$ cat src/hdl/clbd_pkg.sv
package clbd_pkg;

  localparam int NUM_CORES_DEF      = 8;
  localparam int THREAD_ID_BITS_DEF = 8;

  localparam int KIND_W     = 2;
  localparam int CORE_W     = 3;
  localparam int COUNT_W    = 64;
  localparam int TID_W      = 8;
  localparam int ACTIVE_W   = 4;
  localparam int INTERVAL_W = 32;
  localparam int PCT_W      = 7;
  localparam int QUO_W      = 7;
  localparam int NUM_W      = INTERVAL_W + QUO_W;
  localparam int CFG_IDX_W  = 3;
  localparam int CFG_DATA_W = 32;

  localparam logic [PCT_W-1:0]      PCT_FULL     = 7'd100;
  localparam logic [PCT_W-1:0]      RST_HIGH_THR = 7'd75;
  localparam logic [PCT_W-1:0]      RST_LOW_THR  = 7'd25;
  localparam logic [ACTIVE_W-1:0]   RST_ACTIVE   = 4'd8;
  localparam logic [INTERVAL_W-1:0] RST_INTERVAL = 32'd100000;

  localparam logic [KIND_W-1:0] KIND_SAMPLE = 2'd0;
  localparam logic [KIND_W-1:0] KIND_EVAL   = 2'd1;
  localparam logic [KIND_W-1:0] KIND_OFFER  = 2'd2;
  localparam logic [KIND_W-1:0] KIND_END    = 2'd3;

  localparam logic [CFG_IDX_W-1:0] REG_ENABLE   = 3'd0;
  localparam logic [CFG_IDX_W-1:0] REG_ACTIVE   = 3'd1;
  localparam logic [CFG_IDX_W-1:0] REG_INTERVAL = 3'd2;
  localparam logic [CFG_IDX_W-1:0] REG_HIGH     = 3'd3;
  localparam logic [CFG_IDX_W-1:0] REG_LOW      = 3'd4;

  localparam logic REPORT_EVAL = 1'b0;
  localparam logic REPORT_END  = 1'b1;

  typedef struct packed {
    logic                  enable;
    logic [ACTIVE_W-1:0]   active_cores;
    logic [INTERVAL_W-1:0] interval;
    logic [PCT_W-1:0]      high_thr;
    logic [PCT_W-1:0]      low_thr;
  } cfg_t;

  typedef struct packed {
    logic [KIND_W-1:0]  kind;
    logic [CORE_W-1:0]  core;
    logic [COUNT_W-1:0] value;
    logic [TID_W-1:0]   tid;
    logic               excl;
  } cmd_t;

  typedef struct packed {
    logic              report_kind;
    logic              balance_needed;
    logic [CORE_W-1:0] busy_core;
    logic [CORE_W-1:0] idle_core;
    logic              migrate;
    logic [TID_W-1:0]  chosen_thread;
  } res_t;

  typedef struct packed {
    logic                  go;
    logic [NUM_W-1:0]      num;
    logic [INTERVAL_W-1:0] den;
  } div_req_t;

  typedef struct packed {
    logic             done;
    logic [QUO_W-1:0] quo;
  } div_rsp_t;

endpackage

$ cat src/hdl/clbd_front.sv
module clbd_front import clbd_pkg::*; #(
  parameter int NUM_CORES = NUM_CORES_DEF
) (
  input  logic               clk,
  input  logic               rst_n,
  input  logic               cfg_enable,
  input  logic               in_push,
  output logic               in_full,
  input  logic [KIND_W-1:0]  in_kind,
  input  logic [CORE_W-1:0]  in_core_index,
  input  logic [COUNT_W-1:0] in_idle_count,
  input  logic [TID_W-1:0]   in_thread_id,
  input  logic [COUNT_W-1:0] in_run_count,
  input  logic               in_excluded,
  output logic               cmd_valid,
  input  logic               cmd_ready,
  output cmd_t               cmd
);

  localparam int CQ_DEPTH = 2;
  localparam int CQ_AW    = 1;

  cmd_t             q_r [CQ_DEPTH];
  logic [CQ_AW-1:0] wr_ptr_r;
  logic [CQ_AW-1:0] rd_ptr_r;
  logic [CQ_AW:0]   cnt_r;
  logic             accept;
  logic             keep;
  logic             pop;
  cmd_t             cmd_in;

  // Beats that can never change state or give a result are dropped here.
  assign accept = in_push && !in_full;
  assign keep   = accept && cfg_enable &&
                  !(in_kind == KIND_SAMPLE && 32'(in_core_index) >= 32'(NUM_CORES));
  assign pop    = cmd_valid && cmd_ready;

  always_comb begin
    cmd_in.kind  = in_kind;
    cmd_in.core  = in_core_index;
    cmd_in.value = (in_kind == KIND_SAMPLE) ? in_idle_count : in_run_count;
    cmd_in.tid   = in_thread_id;
    cmd_in.excl  = in_excluded;
  end

  assign in_full   = (cnt_r == (CQ_AW+1)'(CQ_DEPTH));
  assign cmd_valid = (cnt_r != '0);
  assign cmd       = q_r[rd_ptr_r];

  always_ff @(posedge clk) begin
    if (!rst_n) begin
      wr_ptr_r <= '0;
      rd_ptr_r <= '0;
      cnt_r    <= '0;
    end else begin
      if (keep) begin
        wr_ptr_r <= wr_ptr_r + CQ_AW'(1);
      end
      if (pop) begin
        rd_ptr_r <= rd_ptr_r + CQ_AW'(1);
      end
      if (keep && !pop) begin
        cnt_r <= cnt_r + (CQ_AW+1)'(1);
      end else if (pop && !keep) begin
        cnt_r <= cnt_r - (CQ_AW+1)'(1);
      end
    end
  end

  always_ff @(posedge clk) begin
    if (keep) begin
      q_r[wr_ptr_r] <= cmd_in;
    end
  end

endmodule

$ cat src/hdl/clbd_div.sv
module clbd_div import clbd_pkg::*; (
  input  logic     clk,
  input  logic     rst_n,
  input  div_req_t req,
  output div_rsp_t rsp
);

  localparam int CNT_W = $clog2(QUO_W);

  logic             busy_r;
  logic             done_r;
  logic [CNT_W-1:0] cnt_r;
  logic [NUM_W-1:0] rem_r;
  logic [NUM_W-1:0] dsh_r;
  logic [QUO_W-1:0] quo_r;
  logic             ge;

  // Restoring division, one quotient bit per cycle, most significant first.
  assign ge = (rem_r >= dsh_r);

  always_ff @(posedge clk) begin
    if (!rst_n) begin
      busy_r <= 1'b0;
      done_r <= 1'b0;
      cnt_r  <= '0;
    end else begin
      done_r <= 1'b0;
      if (req.go) begin
        busy_r <= 1'b1;
        cnt_r  <= CNT_W'(QUO_W - 1);
      end else if (busy_r) begin
        cnt_r <= cnt_r - CNT_W'(1);
        if (cnt_r == '0) begin
          busy_r <= 1'b0;
          done_r <= 1'b1;
        end
      end
    end
  end

  always_ff @(posedge clk) begin
    if (req.go) begin
      rem_r <= req.num;
      dsh_r <= NUM_W'(req.den) << (QUO_W - 1);
      quo_r <= '0;
    end else if (busy_r) begin
      if (ge) begin
        rem_r <= rem_r - dsh_r;
      end
      dsh_r <= dsh_r >> 1;
      quo_r <= {quo_r[QUO_W-2:0], ge};
    end
  end

  assign rsp.done = done_r;
  assign rsp.quo  = quo_r;

endmodule

$ cat src/hdl/clbd_back.sv
module clbd_back import clbd_pkg::*; #(
  parameter int NUM_CORES      = NUM_CORES_DEF,
  parameter int THREAD_ID_BITS = THREAD_ID_BITS_DEF
) (
  input  logic     clk,
  input  logic     rst_n,
  input  cfg_t     cfg,
  input  logic     cmd_valid,
  output logic     cmd_ready,
  input  cmd_t     cmd,
  output div_req_t div_req,
  input  div_rsp_t div_rsp,
  output logic     out_empty,
  input  logic     out_pop,
  output res_t     res
);

  localparam int CIW   = (NUM_CORES > 1) ? $clog2(NUM_CORES) : 1;
  localparam int CNT_W = $clog2(NUM_CORES + 1);
  localparam int TIDW  = THREAD_ID_BITS;
  localparam int OQ_DEPTH = 2;
  localparam int OQ_AW    = 1;

  localparam logic [2:0] S_IDLE  = 3'd0;
  localparam logic [2:0] S_DELTA = 3'd1;
  localparam logic [2:0] S_MUL   = 3'd2;
  localparam logic [2:0] S_DIVGO = 3'd3;
  localparam logic [2:0] S_DIV   = 3'd4;
  localparam logic [2:0] S_SCAN  = 3'd5;
  localparam logic [2:0] S_EVAL  = 3'd6;

  logic [2:0]         state_r;
  logic [2:0]         state_nxt;
  logic [COUNT_W-1:0] last_idle_r [NUM_CORES];
  logic [PCT_W-1:0]   load_r [NUM_CORES];
  logic               scan_active_r;
  logic [CIW-1:0]     busy_sel_r;
  logic [CIW-1:0]     idle_sel_r;
  logic [COUNT_W-1:0] best_count_r;
  logic [TIDW-1:0]    best_thread_r;
  logic               best_found_r;

  logic [CIW-1:0]     cur_core_r;
  logic [COUNT_W-1:0] cur_value_r;
  logic [COUNT_W-1:0] delta_r;
  logic [NUM_W-1:0]   prod_r;

  logic [CNT_W-1:0]   idx_r;
  logic [CNT_W-1:0]   n_r;
  logic [PCT_W-1:0]   max_load_r;
  logic [PCT_W-1:0]   min_load_r;
  logic [CIW-1:0]     max_i_r;
  logic [CIW-1:0]     min_i_r;
  logic               max_ok_r;
  logic               min_ok_r;

  res_t               oq_r [OQ_DEPTH];
  logic [OQ_AW-1:0]   oq_wr_r;
  logic [OQ_AW-1:0]   oq_rd_r;
  logic [OQ_AW:0]     oq_cnt_r;

  logic               oq_full;
  logic               fire;
  logic               push_end;
  logic               push_eval;
  logic               oq_push;
  logic               oq_pop;
  logic               offer_hit;
  logic               need;
  logic [PCT_W-1:0]   scan_load;
  logic [CNT_W-1:0]   n_cfg;
  res_t               res_in;

  assign oq_full   = (oq_cnt_r == (OQ_AW+1)'(OQ_DEPTH));
  assign out_empty = (oq_cnt_r == '0);
  assign oq_pop    = out_pop && !out_empty;
  assign res       = oq_r[oq_rd_r];

  assign cmd_ready = (state_r == S_IDLE) &&
                     !(cmd.kind == KIND_END && scan_active_r && oq_full);
  assign fire      = cmd_valid && cmd_ready;
  assign push_end  = fire && cmd.kind == KIND_END && scan_active_r;
  assign push_eval = (state_r == S_EVAL) && !oq_full;
  assign oq_push   = push_end || push_eval;

  assign offer_hit = scan_active_r && !cmd.excl &&
                     (32'(cmd.core) == 32'(busy_sel_r)) && (cmd.value > best_count_r);

  assign need = max_ok_r && min_ok_r && (max_i_r != min_i_r) &&
                (max_load_r >= cfg.high_thr) && (min_load_r <= cfg.low_thr);

  assign scan_load = load_r[idx_r[CIW-1:0]];
  assign n_cfg     = (32'(cfg.active_cores) > 32'(NUM_CORES)) ? CNT_W'(NUM_CORES)
                                                               : CNT_W'(cfg.active_cores);

  always_comb begin
    if (push_eval) begin
      res_in.report_kind    = REPORT_EVAL;
      res_in.balance_needed = need;
      res_in.busy_core      = CORE_W'(max_i_r);
      res_in.idle_core      = CORE_W'(min_i_r);
      res_in.migrate        = 1'b0;
      res_in.chosen_thread  = '0;
    end else begin
      res_in.report_kind    = REPORT_END;
      res_in.balance_needed = 1'b1;
      res_in.busy_core      = CORE_W'(busy_sel_r);
      res_in.idle_core      = CORE_W'(idle_sel_r);
      res_in.migrate        = best_found_r;
      res_in.chosen_thread  = best_found_r ? TID_W'(best_thread_r) : '0;
    end
  end

  always_comb begin
    div_req.go  = (state_r == S_DIVGO);
    div_req.num = prod_r;
    div_req.den = cfg.interval;
  end

  always_comb begin
    state_nxt = state_r;
    case (state_r)
      S_IDLE: begin
        if (fire && cmd.kind == KIND_SAMPLE) begin
          state_nxt = S_DELTA;
        end else if (fire && cmd.kind == KIND_EVAL) begin
          state_nxt = S_SCAN;
        end
      end
      S_DELTA: begin
        state_nxt = S_MUL;
      end
      S_MUL: begin
        if (cfg.interval == '0 || delta_r >= COUNT_W'(cfg.interval)) begin
          state_nxt = S_IDLE;
        end else begin
          state_nxt = S_DIVGO;
        end
      end
      S_DIVGO: begin
        state_nxt = S_DIV;
      end
      S_DIV: begin
        if (div_rsp.done) begin
          state_nxt = S_IDLE;
        end
      end
      S_SCAN: begin
        if (idx_r >= n_r) begin
          state_nxt = S_EVAL;
        end
      end
      S_EVAL: begin
        if (!oq_full) begin
          state_nxt = S_IDLE;
        end
      end
      default: begin
        state_nxt = S_IDLE;
      end
    endcase
  end

  always_ff @(posedge clk) begin
    if (!rst_n) begin
      state_r       <= S_IDLE;
      scan_active_r <= 1'b0;
      busy_sel_r    <= '0;
      idle_sel_r    <= '0;
      best_count_r  <= '0;
      best_thread_r <= '0;
      best_found_r  <= 1'b0;
      oq_wr_r       <= '0;
      oq_rd_r       <= '0;
      oq_cnt_r      <= '0;
      for (int i = 0; i < NUM_CORES; i++) begin
        last_idle_r[i] <= '0;
        load_r[i]      <= '0;
      end
    end else begin
      state_r <= state_nxt;
      if (fire && cmd.kind == KIND_OFFER && offer_hit) begin
        best_count_r  <= cmd.value;
        best_thread_r <= TIDW'(cmd.tid);
        best_found_r  <= 1'b1;
      end
      if (push_end) begin
        scan_active_r <= 1'b0;
      end
      if (push_eval) begin
        busy_sel_r    <= max_i_r;
        idle_sel_r    <= min_i_r;
        scan_active_r <= need;
        best_count_r  <= '0;
        best_thread_r <= '0;
        best_found_r  <= 1'b0;
      end
      if (state_r == S_DELTA) begin
        last_idle_r[cur_core_r] <= cur_value_r;
      end
      if (state_r == S_MUL && cfg.interval != '0 &&
          delta_r >= COUNT_W'(cfg.interval)) begin
        load_r[cur_core_r] <= '0;
      end
      if (state_r == S_DIV && div_rsp.done) begin
        load_r[cur_core_r] <= PCT_FULL - div_rsp.quo;
      end
      if (oq_push) begin
        oq_wr_r <= oq_wr_r + OQ_AW'(1);
      end
      if (oq_pop) begin
        oq_rd_r <= oq_rd_r + OQ_AW'(1);
      end
      if (oq_push && !oq_pop) begin
        oq_cnt_r <= oq_cnt_r + (OQ_AW+1)'(1);
      end else if (oq_pop && !oq_push) begin
        oq_cnt_r <= oq_cnt_r - (OQ_AW+1)'(1);
      end
    end
  end

  always_ff @(posedge clk) begin
    if (oq_push) begin
      oq_r[oq_wr_r] <= res_in;
    end
    if (fire && cmd.kind == KIND_SAMPLE) begin
      cur_core_r  <= CIW'(cmd.core);
      cur_value_r <= cmd.value;
    end
    if (state_r == S_DELTA) begin
      delta_r <= cur_value_r - last_idle_r[cur_core_r];
    end
    if (state_r == S_MUL) begin
      prod_r <= NUM_W'(delta_r[INTERVAL_W-1:0]) * NUM_W'(PCT_FULL);
    end
    if (fire && cmd.kind == KIND_EVAL) begin
      idx_r      <= '0;
      n_r        <= n_cfg;
      max_load_r <= '0;
      min_load_r <= PCT_FULL;
      max_i_r    <= '0;
      min_i_r    <= '0;
      max_ok_r   <= 1'b0;
      min_ok_r   <= 1'b0;
    end else if (state_r == S_SCAN && idx_r < n_r) begin
      idx_r <= idx_r + CNT_W'(1);
      if (scan_load > max_load_r) begin
        max_load_r <= scan_load;
        max_i_r    <= idx_r[CIW-1:0];
        max_ok_r   <= 1'b1;
      end
      if (scan_load < min_load_r) begin
        min_load_r <= scan_load;
        min_i_r    <= idx_r[CIW-1:0];
        min_ok_r   <= 1'b1;
      end
    end
  end

endmodule

$ cat src/hdl/core_load_balance_decider.sv
// Channel   Ports                                        Handshake
// input     in_kind .. in_excluded                       in_push, in_full
// result    out_report_kind .. out_chosen_thread         out_pop, out_empty
// config    cfg_index, cfg_wdata                         cfg_wr_en
//
// An idle sample passes the delta, multiply, divider-start and serial divider states,
// or skips the divider when the interval is zero or the idle delta reaches the interval.
// An evaluate scans the active cores, at most NUM_CORES, one core per cycle.
// Thread offers and end-of-scan beats are taken in the idle state alone.
// A two-entry command queue and a two-entry result queue decouple both sides;
// an answer waits while the result queue is full.
// Reset is synchronous.
module core_load_balance_decider import clbd_pkg::*; #(
  parameter int NUM_CORES      = NUM_CORES_DEF,
  parameter int THREAD_ID_BITS = THREAD_ID_BITS_DEF
) (
  input  logic                  clk,
  input  logic                  rst_n,
  input  logic                  in_push,
  output logic                  in_full,
  input  logic [KIND_W-1:0]     in_kind,
  input  logic [CORE_W-1:0]     in_core_index,
  input  logic [COUNT_W-1:0]    in_idle_count,
  input  logic [TID_W-1:0]      in_thread_id,
  input  logic [COUNT_W-1:0]    in_run_count,
  input  logic                  in_excluded,
  output logic                  out_empty,
  input  logic                  out_pop,
  output logic                  out_report_kind,
  output logic                  out_balance_needed,
  output logic [CORE_W-1:0]     out_busy_core,
  output logic [CORE_W-1:0]     out_idle_core,
  output logic                  out_migrate,
  output logic [TID_W-1:0]      out_chosen_thread,
  input  logic                  cfg_wr_en,
  input  logic [CFG_IDX_W-1:0]  cfg_index,
  input  logic [CFG_DATA_W-1:0] cfg_wdata
);

  cfg_t     cfg_r;
  logic     cmd_valid;
  logic     cmd_ready;
  cmd_t     cmd;
  div_req_t div_req;
  div_rsp_t div_rsp;
  res_t     res;

  always_ff @(posedge clk) begin
    if (!rst_n) begin
      cfg_r.enable       <= 1'b1;
      cfg_r.active_cores <= RST_ACTIVE;
      cfg_r.interval     <= RST_INTERVAL;
      cfg_r.high_thr     <= RST_HIGH_THR;
      cfg_r.low_thr      <= RST_LOW_THR;
    end else if (cfg_wr_en) begin
      case (cfg_index)
        REG_ENABLE:   cfg_r.enable       <= cfg_wdata[0];
        REG_ACTIVE:   cfg_r.active_cores <= cfg_wdata[ACTIVE_W-1:0];
        REG_INTERVAL: cfg_r.interval     <= cfg_wdata[INTERVAL_W-1:0];
        REG_HIGH:     cfg_r.high_thr     <= cfg_wdata[PCT_W-1:0];
        REG_LOW:      cfg_r.low_thr      <= cfg_wdata[PCT_W-1:0];
        default: begin
        end
      endcase
    end
  end

  clbd_front #(
    .NUM_CORES(NUM_CORES)
  ) u_front (
    .clk          (clk),
    .rst_n        (rst_n),
    .cfg_enable   (cfg_r.enable),
    .in_push      (in_push),
    .in_full      (in_full),
    .in_kind      (in_kind),
    .in_core_index(in_core_index),
    .in_idle_count(in_idle_count),
    .in_thread_id (in_thread_id),
    .in_run_count (in_run_count),
    .in_excluded  (in_excluded),
    .cmd_valid    (cmd_valid),
    .cmd_ready    (cmd_ready),
    .cmd          (cmd)
  );

  clbd_div u_div (
    .clk  (clk),
    .rst_n(rst_n),
    .req  (div_req),
    .rsp  (div_rsp)
  );

  clbd_back #(
    .NUM_CORES     (NUM_CORES),
    .THREAD_ID_BITS(THREAD_ID_BITS)
  ) u_back (
    .clk      (clk),
    .rst_n    (rst_n),
    .cfg      (cfg_r),
    .cmd_valid(cmd_valid),
    .cmd_ready(cmd_ready),
    .cmd      (cmd),
    .div_req  (div_req),
    .div_rsp  (div_rsp),
    .out_empty(out_empty),
    .out_pop  (out_pop),
    .res      (res)
  );

  assign out_report_kind    = res.report_kind;
  assign out_balance_needed = res.balance_needed;
  assign out_busy_core      = res.busy_core;
  assign out_idle_core      = res.idle_core;
  assign out_migrate        = res.migrate;
  assign out_chosen_thread  = res.chosen_thread;

endmodule

$ cat config.mk
export PLATFORM = sky130hd
export DESIGN_NAME = core_load_balance_decider
export DESIGN_NICKNAME = d
export VERILOG_FILES = /design/src/hdl/clbd_pkg.sv /design/src/hdl/clbd_front.sv /design/src/hdl/clbd_div.sv /design/src/hdl/clbd_back.sv /design/src/hdl/core_load_balance_decider.sv
export SDC_FILE = /design/constraint.sdc
export NUM_CORES = 2
export LEC_CHECK = 0
export BUFFER_PORTS_ARGS = -buffer_cell sky130_fd_sc_hd__clkbuf_2
export CORE_MARGIN = 3
export CORE_UTILIZATION = 45
export DETAILED_ROUTE_END_ITERATION = 8
export PLACE_DENSITY = 0.65
export SLEW_MARGIN = 20
export SYNTH_ARGS = -nofsm -noshare
export SYNTH_HDL_FRONTEND = slang
export SYNTH_HIERARCHICAL = 1
export SYNTH_SLANG_ARGS = --single-unit
$ cat constraint.sdc
create_clock -name clk -period 9.81 [get_ports clk]
set_input_delay 1.962 -clock clk [delete_from_list [all_inputs] [get_ports clk]]
set_output_delay 1.962 -clock clk [all_outputs]
set_load 0.05 [all_outputs]
==> metrics.yaml <==
path_max_fanout: 37
dr_total_vias: 37200
fin_worst_skew_ns: 0.0322
synth_compound_area_share_pct: 7.03
end_kind: "flip-flop"
dieArea_um2: 141000
post-cts-setup-buffer-count: 0
max_freq_mhz: 179
dr.pass1.iters: 5
path_cells: "buf_4, mux4_2, mux2i_1, ha_1, a21oi_1, o21ai_1, a21oi_1, nor2_1, o41ai_1, nand2_1, a41oi_2, o21ai_1, a221oi_1, xnor2_1"
cts_buffer_depth: 3
pwr-share-seq_pct: 38.6
fp-row-count: 134
start_kind: "flip-flop"
start_util_pct: 45.6
drt-wirelength-per-cell_um: 20.8
yosys_register_bits: 1195
antenna_found_initial: 4
grt_pass1_wl_um: 219000
p_leak_nw: 26.6
yosys.area_share.adder_pct: 7.77
drc: 0
peakVddDrop_uv: 147
r2r_setup_slack_ns: 4.22
worstPathArrival_ns: 6.09
clk_latency_ns: 0.77
area_growth_pct: 11.3
core_um2: 134000
cts_root_buffer: "clkbuf_16"
slew_violations: 0
place.gp.congestion: 0.899
synth_top_family_by_area: "multiplexers"
fin_setup_tns_ns: 0
post-route-period-util_pct: 57.0
clockPowerShare_pct: 29.1
setup_ws_ns: 4.22
synth_cell_types: 103
htree_levels: 4
netSwitchingFraction_pct: 33.1
synth_top_flop_cell: "edfxtp_1"
cp.required_ns: 10.31
final_nets: 5484
layout_common_cells: "1001 x edfxtp_1, 518 x and2_1, 334 x ha_1"
cts_resized: 0
ys_warn_count: 6
die_h_um: 375
min_period_ns: 5.59
max-slew-margin-rel_pct: 27.5
clkSinkCount: 1195
p_int_w: 0.0116
dp_slack_ns: 4.16
critPathKind: "flip-flop to flip-flop"
drv_cap: 0
combinationalPowerShare_pct: 32.3
cts_buffers: 134
setup_viol: 0
path_delay_family: "compound AO/OA/AOI/OAI gates"
grt_pass1_vias: 37100
routed_wl_um: 142000
post-dp-hpwl_um: 91900
io_pins: 201
drtAntennaViolNets: 0
first_iter_violations: 2608
io_buffers: 200
clkTransAtPathRegs_ns: 0.06
rsz0062_at_grt: "false"
synth.yosys.seq_area_share_pct: 55.4
status: "completed"
grt.overflow.total: 0
muxShareOfSynthArea_pct: 11.9
final_common_cell: "edfxtp_1"
syn_avg_cell_area_um2: 12.7
grt_max_degree: 90
viasPerCell: 5.46
async_reset_ff_share_pct: 0
cts_tree: "yes"
powerDensity_nw_per_um2: 254
finalHoldViolCount: 0
synth-simple-area-share_pct: 11.8
timing_worst_slew_pin_value_ns: 1.08
max_stage_delay_ns: 0.81
grtUsageTotal_pct: 20.0
critPathSlowestCell: "dfxtp_4"
die_w_um: 375
net-switching-power_w: 0.00572
drive_gt1_share_pct: 16.2
synth_area_um2: 61300
path_buf_inv: 1
postSynthCellCount: 4809
synth_edf_count: 1001
hold_class: "flip-flop to flip-flop"
synth_xor_area_share_pct: 1.96
ctsHoldBuffers: 0
## final timing paths
check,start,to,cells after the start
hold reg to reg,cfg_r[5],cfg_r[5],2
setup / recovery,flip-flop,u_back/delta_r[63],14
hold / removal,cfg_r[5],cfg_r[5],2
setup reg to reg,flip-flop,u_back/delta_r[63],14
## metrics by stage
step | power, W | area (um^2) | cells | utilization (%) | hold WS [ns]
after floorplan | 0.0109 | 61300 | 4810 | - | 0.434
after global placement | 0.0122 | 63700 | 6571 | 47.4 | 0.447
after detailed placement | 0.0123 | 63700 | 6571 | 47.4 | 0.455
after CTS | 0.0174 | 68200 | 6818 | 50.8 | 0.471
after global routing | 0.0183 | 68200 | 6818 | 50.8 | 0.497
final | 0.0173 | 68200 | 6819 | 50.8 | 0.465
## synthesized netlist by cell type, types with 27 or more instances
cell type	n	area (um^2)
edfxtp_1	1001	30100
and2_1	519	3250
ha_1	334	4180
inv_1	306	1150
nor2_1	271	1020
nand2_1	256	961
mux2i_1	216	2160
dfxtp_1	194	3880
a21oi_1	172	861
mux2_2	169	1900
clkbuf_1	147	552
mux4_2	142	3200
o21ai_0	120	601
a21o_1	107	803
xnor2_1	82	718
xor2_1	55	482
nor2b_1	54	338
nor3_1	50	250
nand4_1	49	307
buf_4	38	285
o21ai_1	32	160
nand3_1	31	155
fa_1	29	581
and3_1	28	175
o21a_1	28	210
nand2b_1	27	169
## tightest hold or removal path: stages (launching register included)
cell	delay (ns)
dfxtp_1	0.31
nand2_1	0.05
mux2i_1	0.05
## per-layer routing
| layer | vias up | track usage [%] | wire length, um |
|---|---|---|---|
| met5 | - | 0 | 24 |
| met4 | 4 | 5.34 | 2980 |
| met3 | 205 | 3.19 | 8260 |
| met2 | 1041 | 31.7 | 65300 |
| met1 | 18300 | 28.6 | 65000 |
| li1 | 17700 | - | - |
## power by group through the flow
stage / sequential, W / combinational, W / clock (W)
final: 0.00667 / 0.00559 / 0.00503
after global routing: 0.00674 / 0.00620 / 0.00535
after global placement: 0.00676 / 0.00547 / 0
after CTS: 0.00668 / 0.00559 / 0.00514
after detailed placement: 0.00678 / 0.00555 / 0
after floorplan: 0.00654 / 0.00432 / 0
## kinds of logic (layout without fill, tap and decap cells)
kind of cell / count (synthesis) / after routing
other: 1 / 3
buffers and inverters: 564 / 804
AOI/OAI and AO/OA: 653 / 653
muxes: 532 / 532
DFF: 1195 / 1195
xor gates and xnor gates: 137 / 137
adders and majority gates: 363 / 363
and+or+nand+nor: 1364 / 1364
## cell type report
cell class                 instances  area, um^2
inverter                         311        1170
antenna                            1        2.50
fill                           11400       66100
timing repair buffer             246        1350
sequential                      1195       34000
clock inverter                    64         616
clock buffer                     183        3860
tap                             1768        2210
multi-input combinational       3051       25000
## flip-flops by register name, summed over array words and instances (netlist names), 4 cells and up, named ones only
register	count
u_div/rem_r	39
u_back/delta_r	64
u_div/quo_r	7
u_back/n_r	4
u_back/last_idle_r	512
u_back/load_r	56
u_back/idx_r	4
u_back/oq_r	34
u_div/dsh_r	38
u_back/best_count_r	64
u_back/cur_value_r	64
u_back/prod_r	37
u_front/q_r	156
u_back/min_load_r	7
cfg_r	51
u_back/max_load_r	7
u_back/best_thread_r	8
Power figures use the tool's default switching activity.
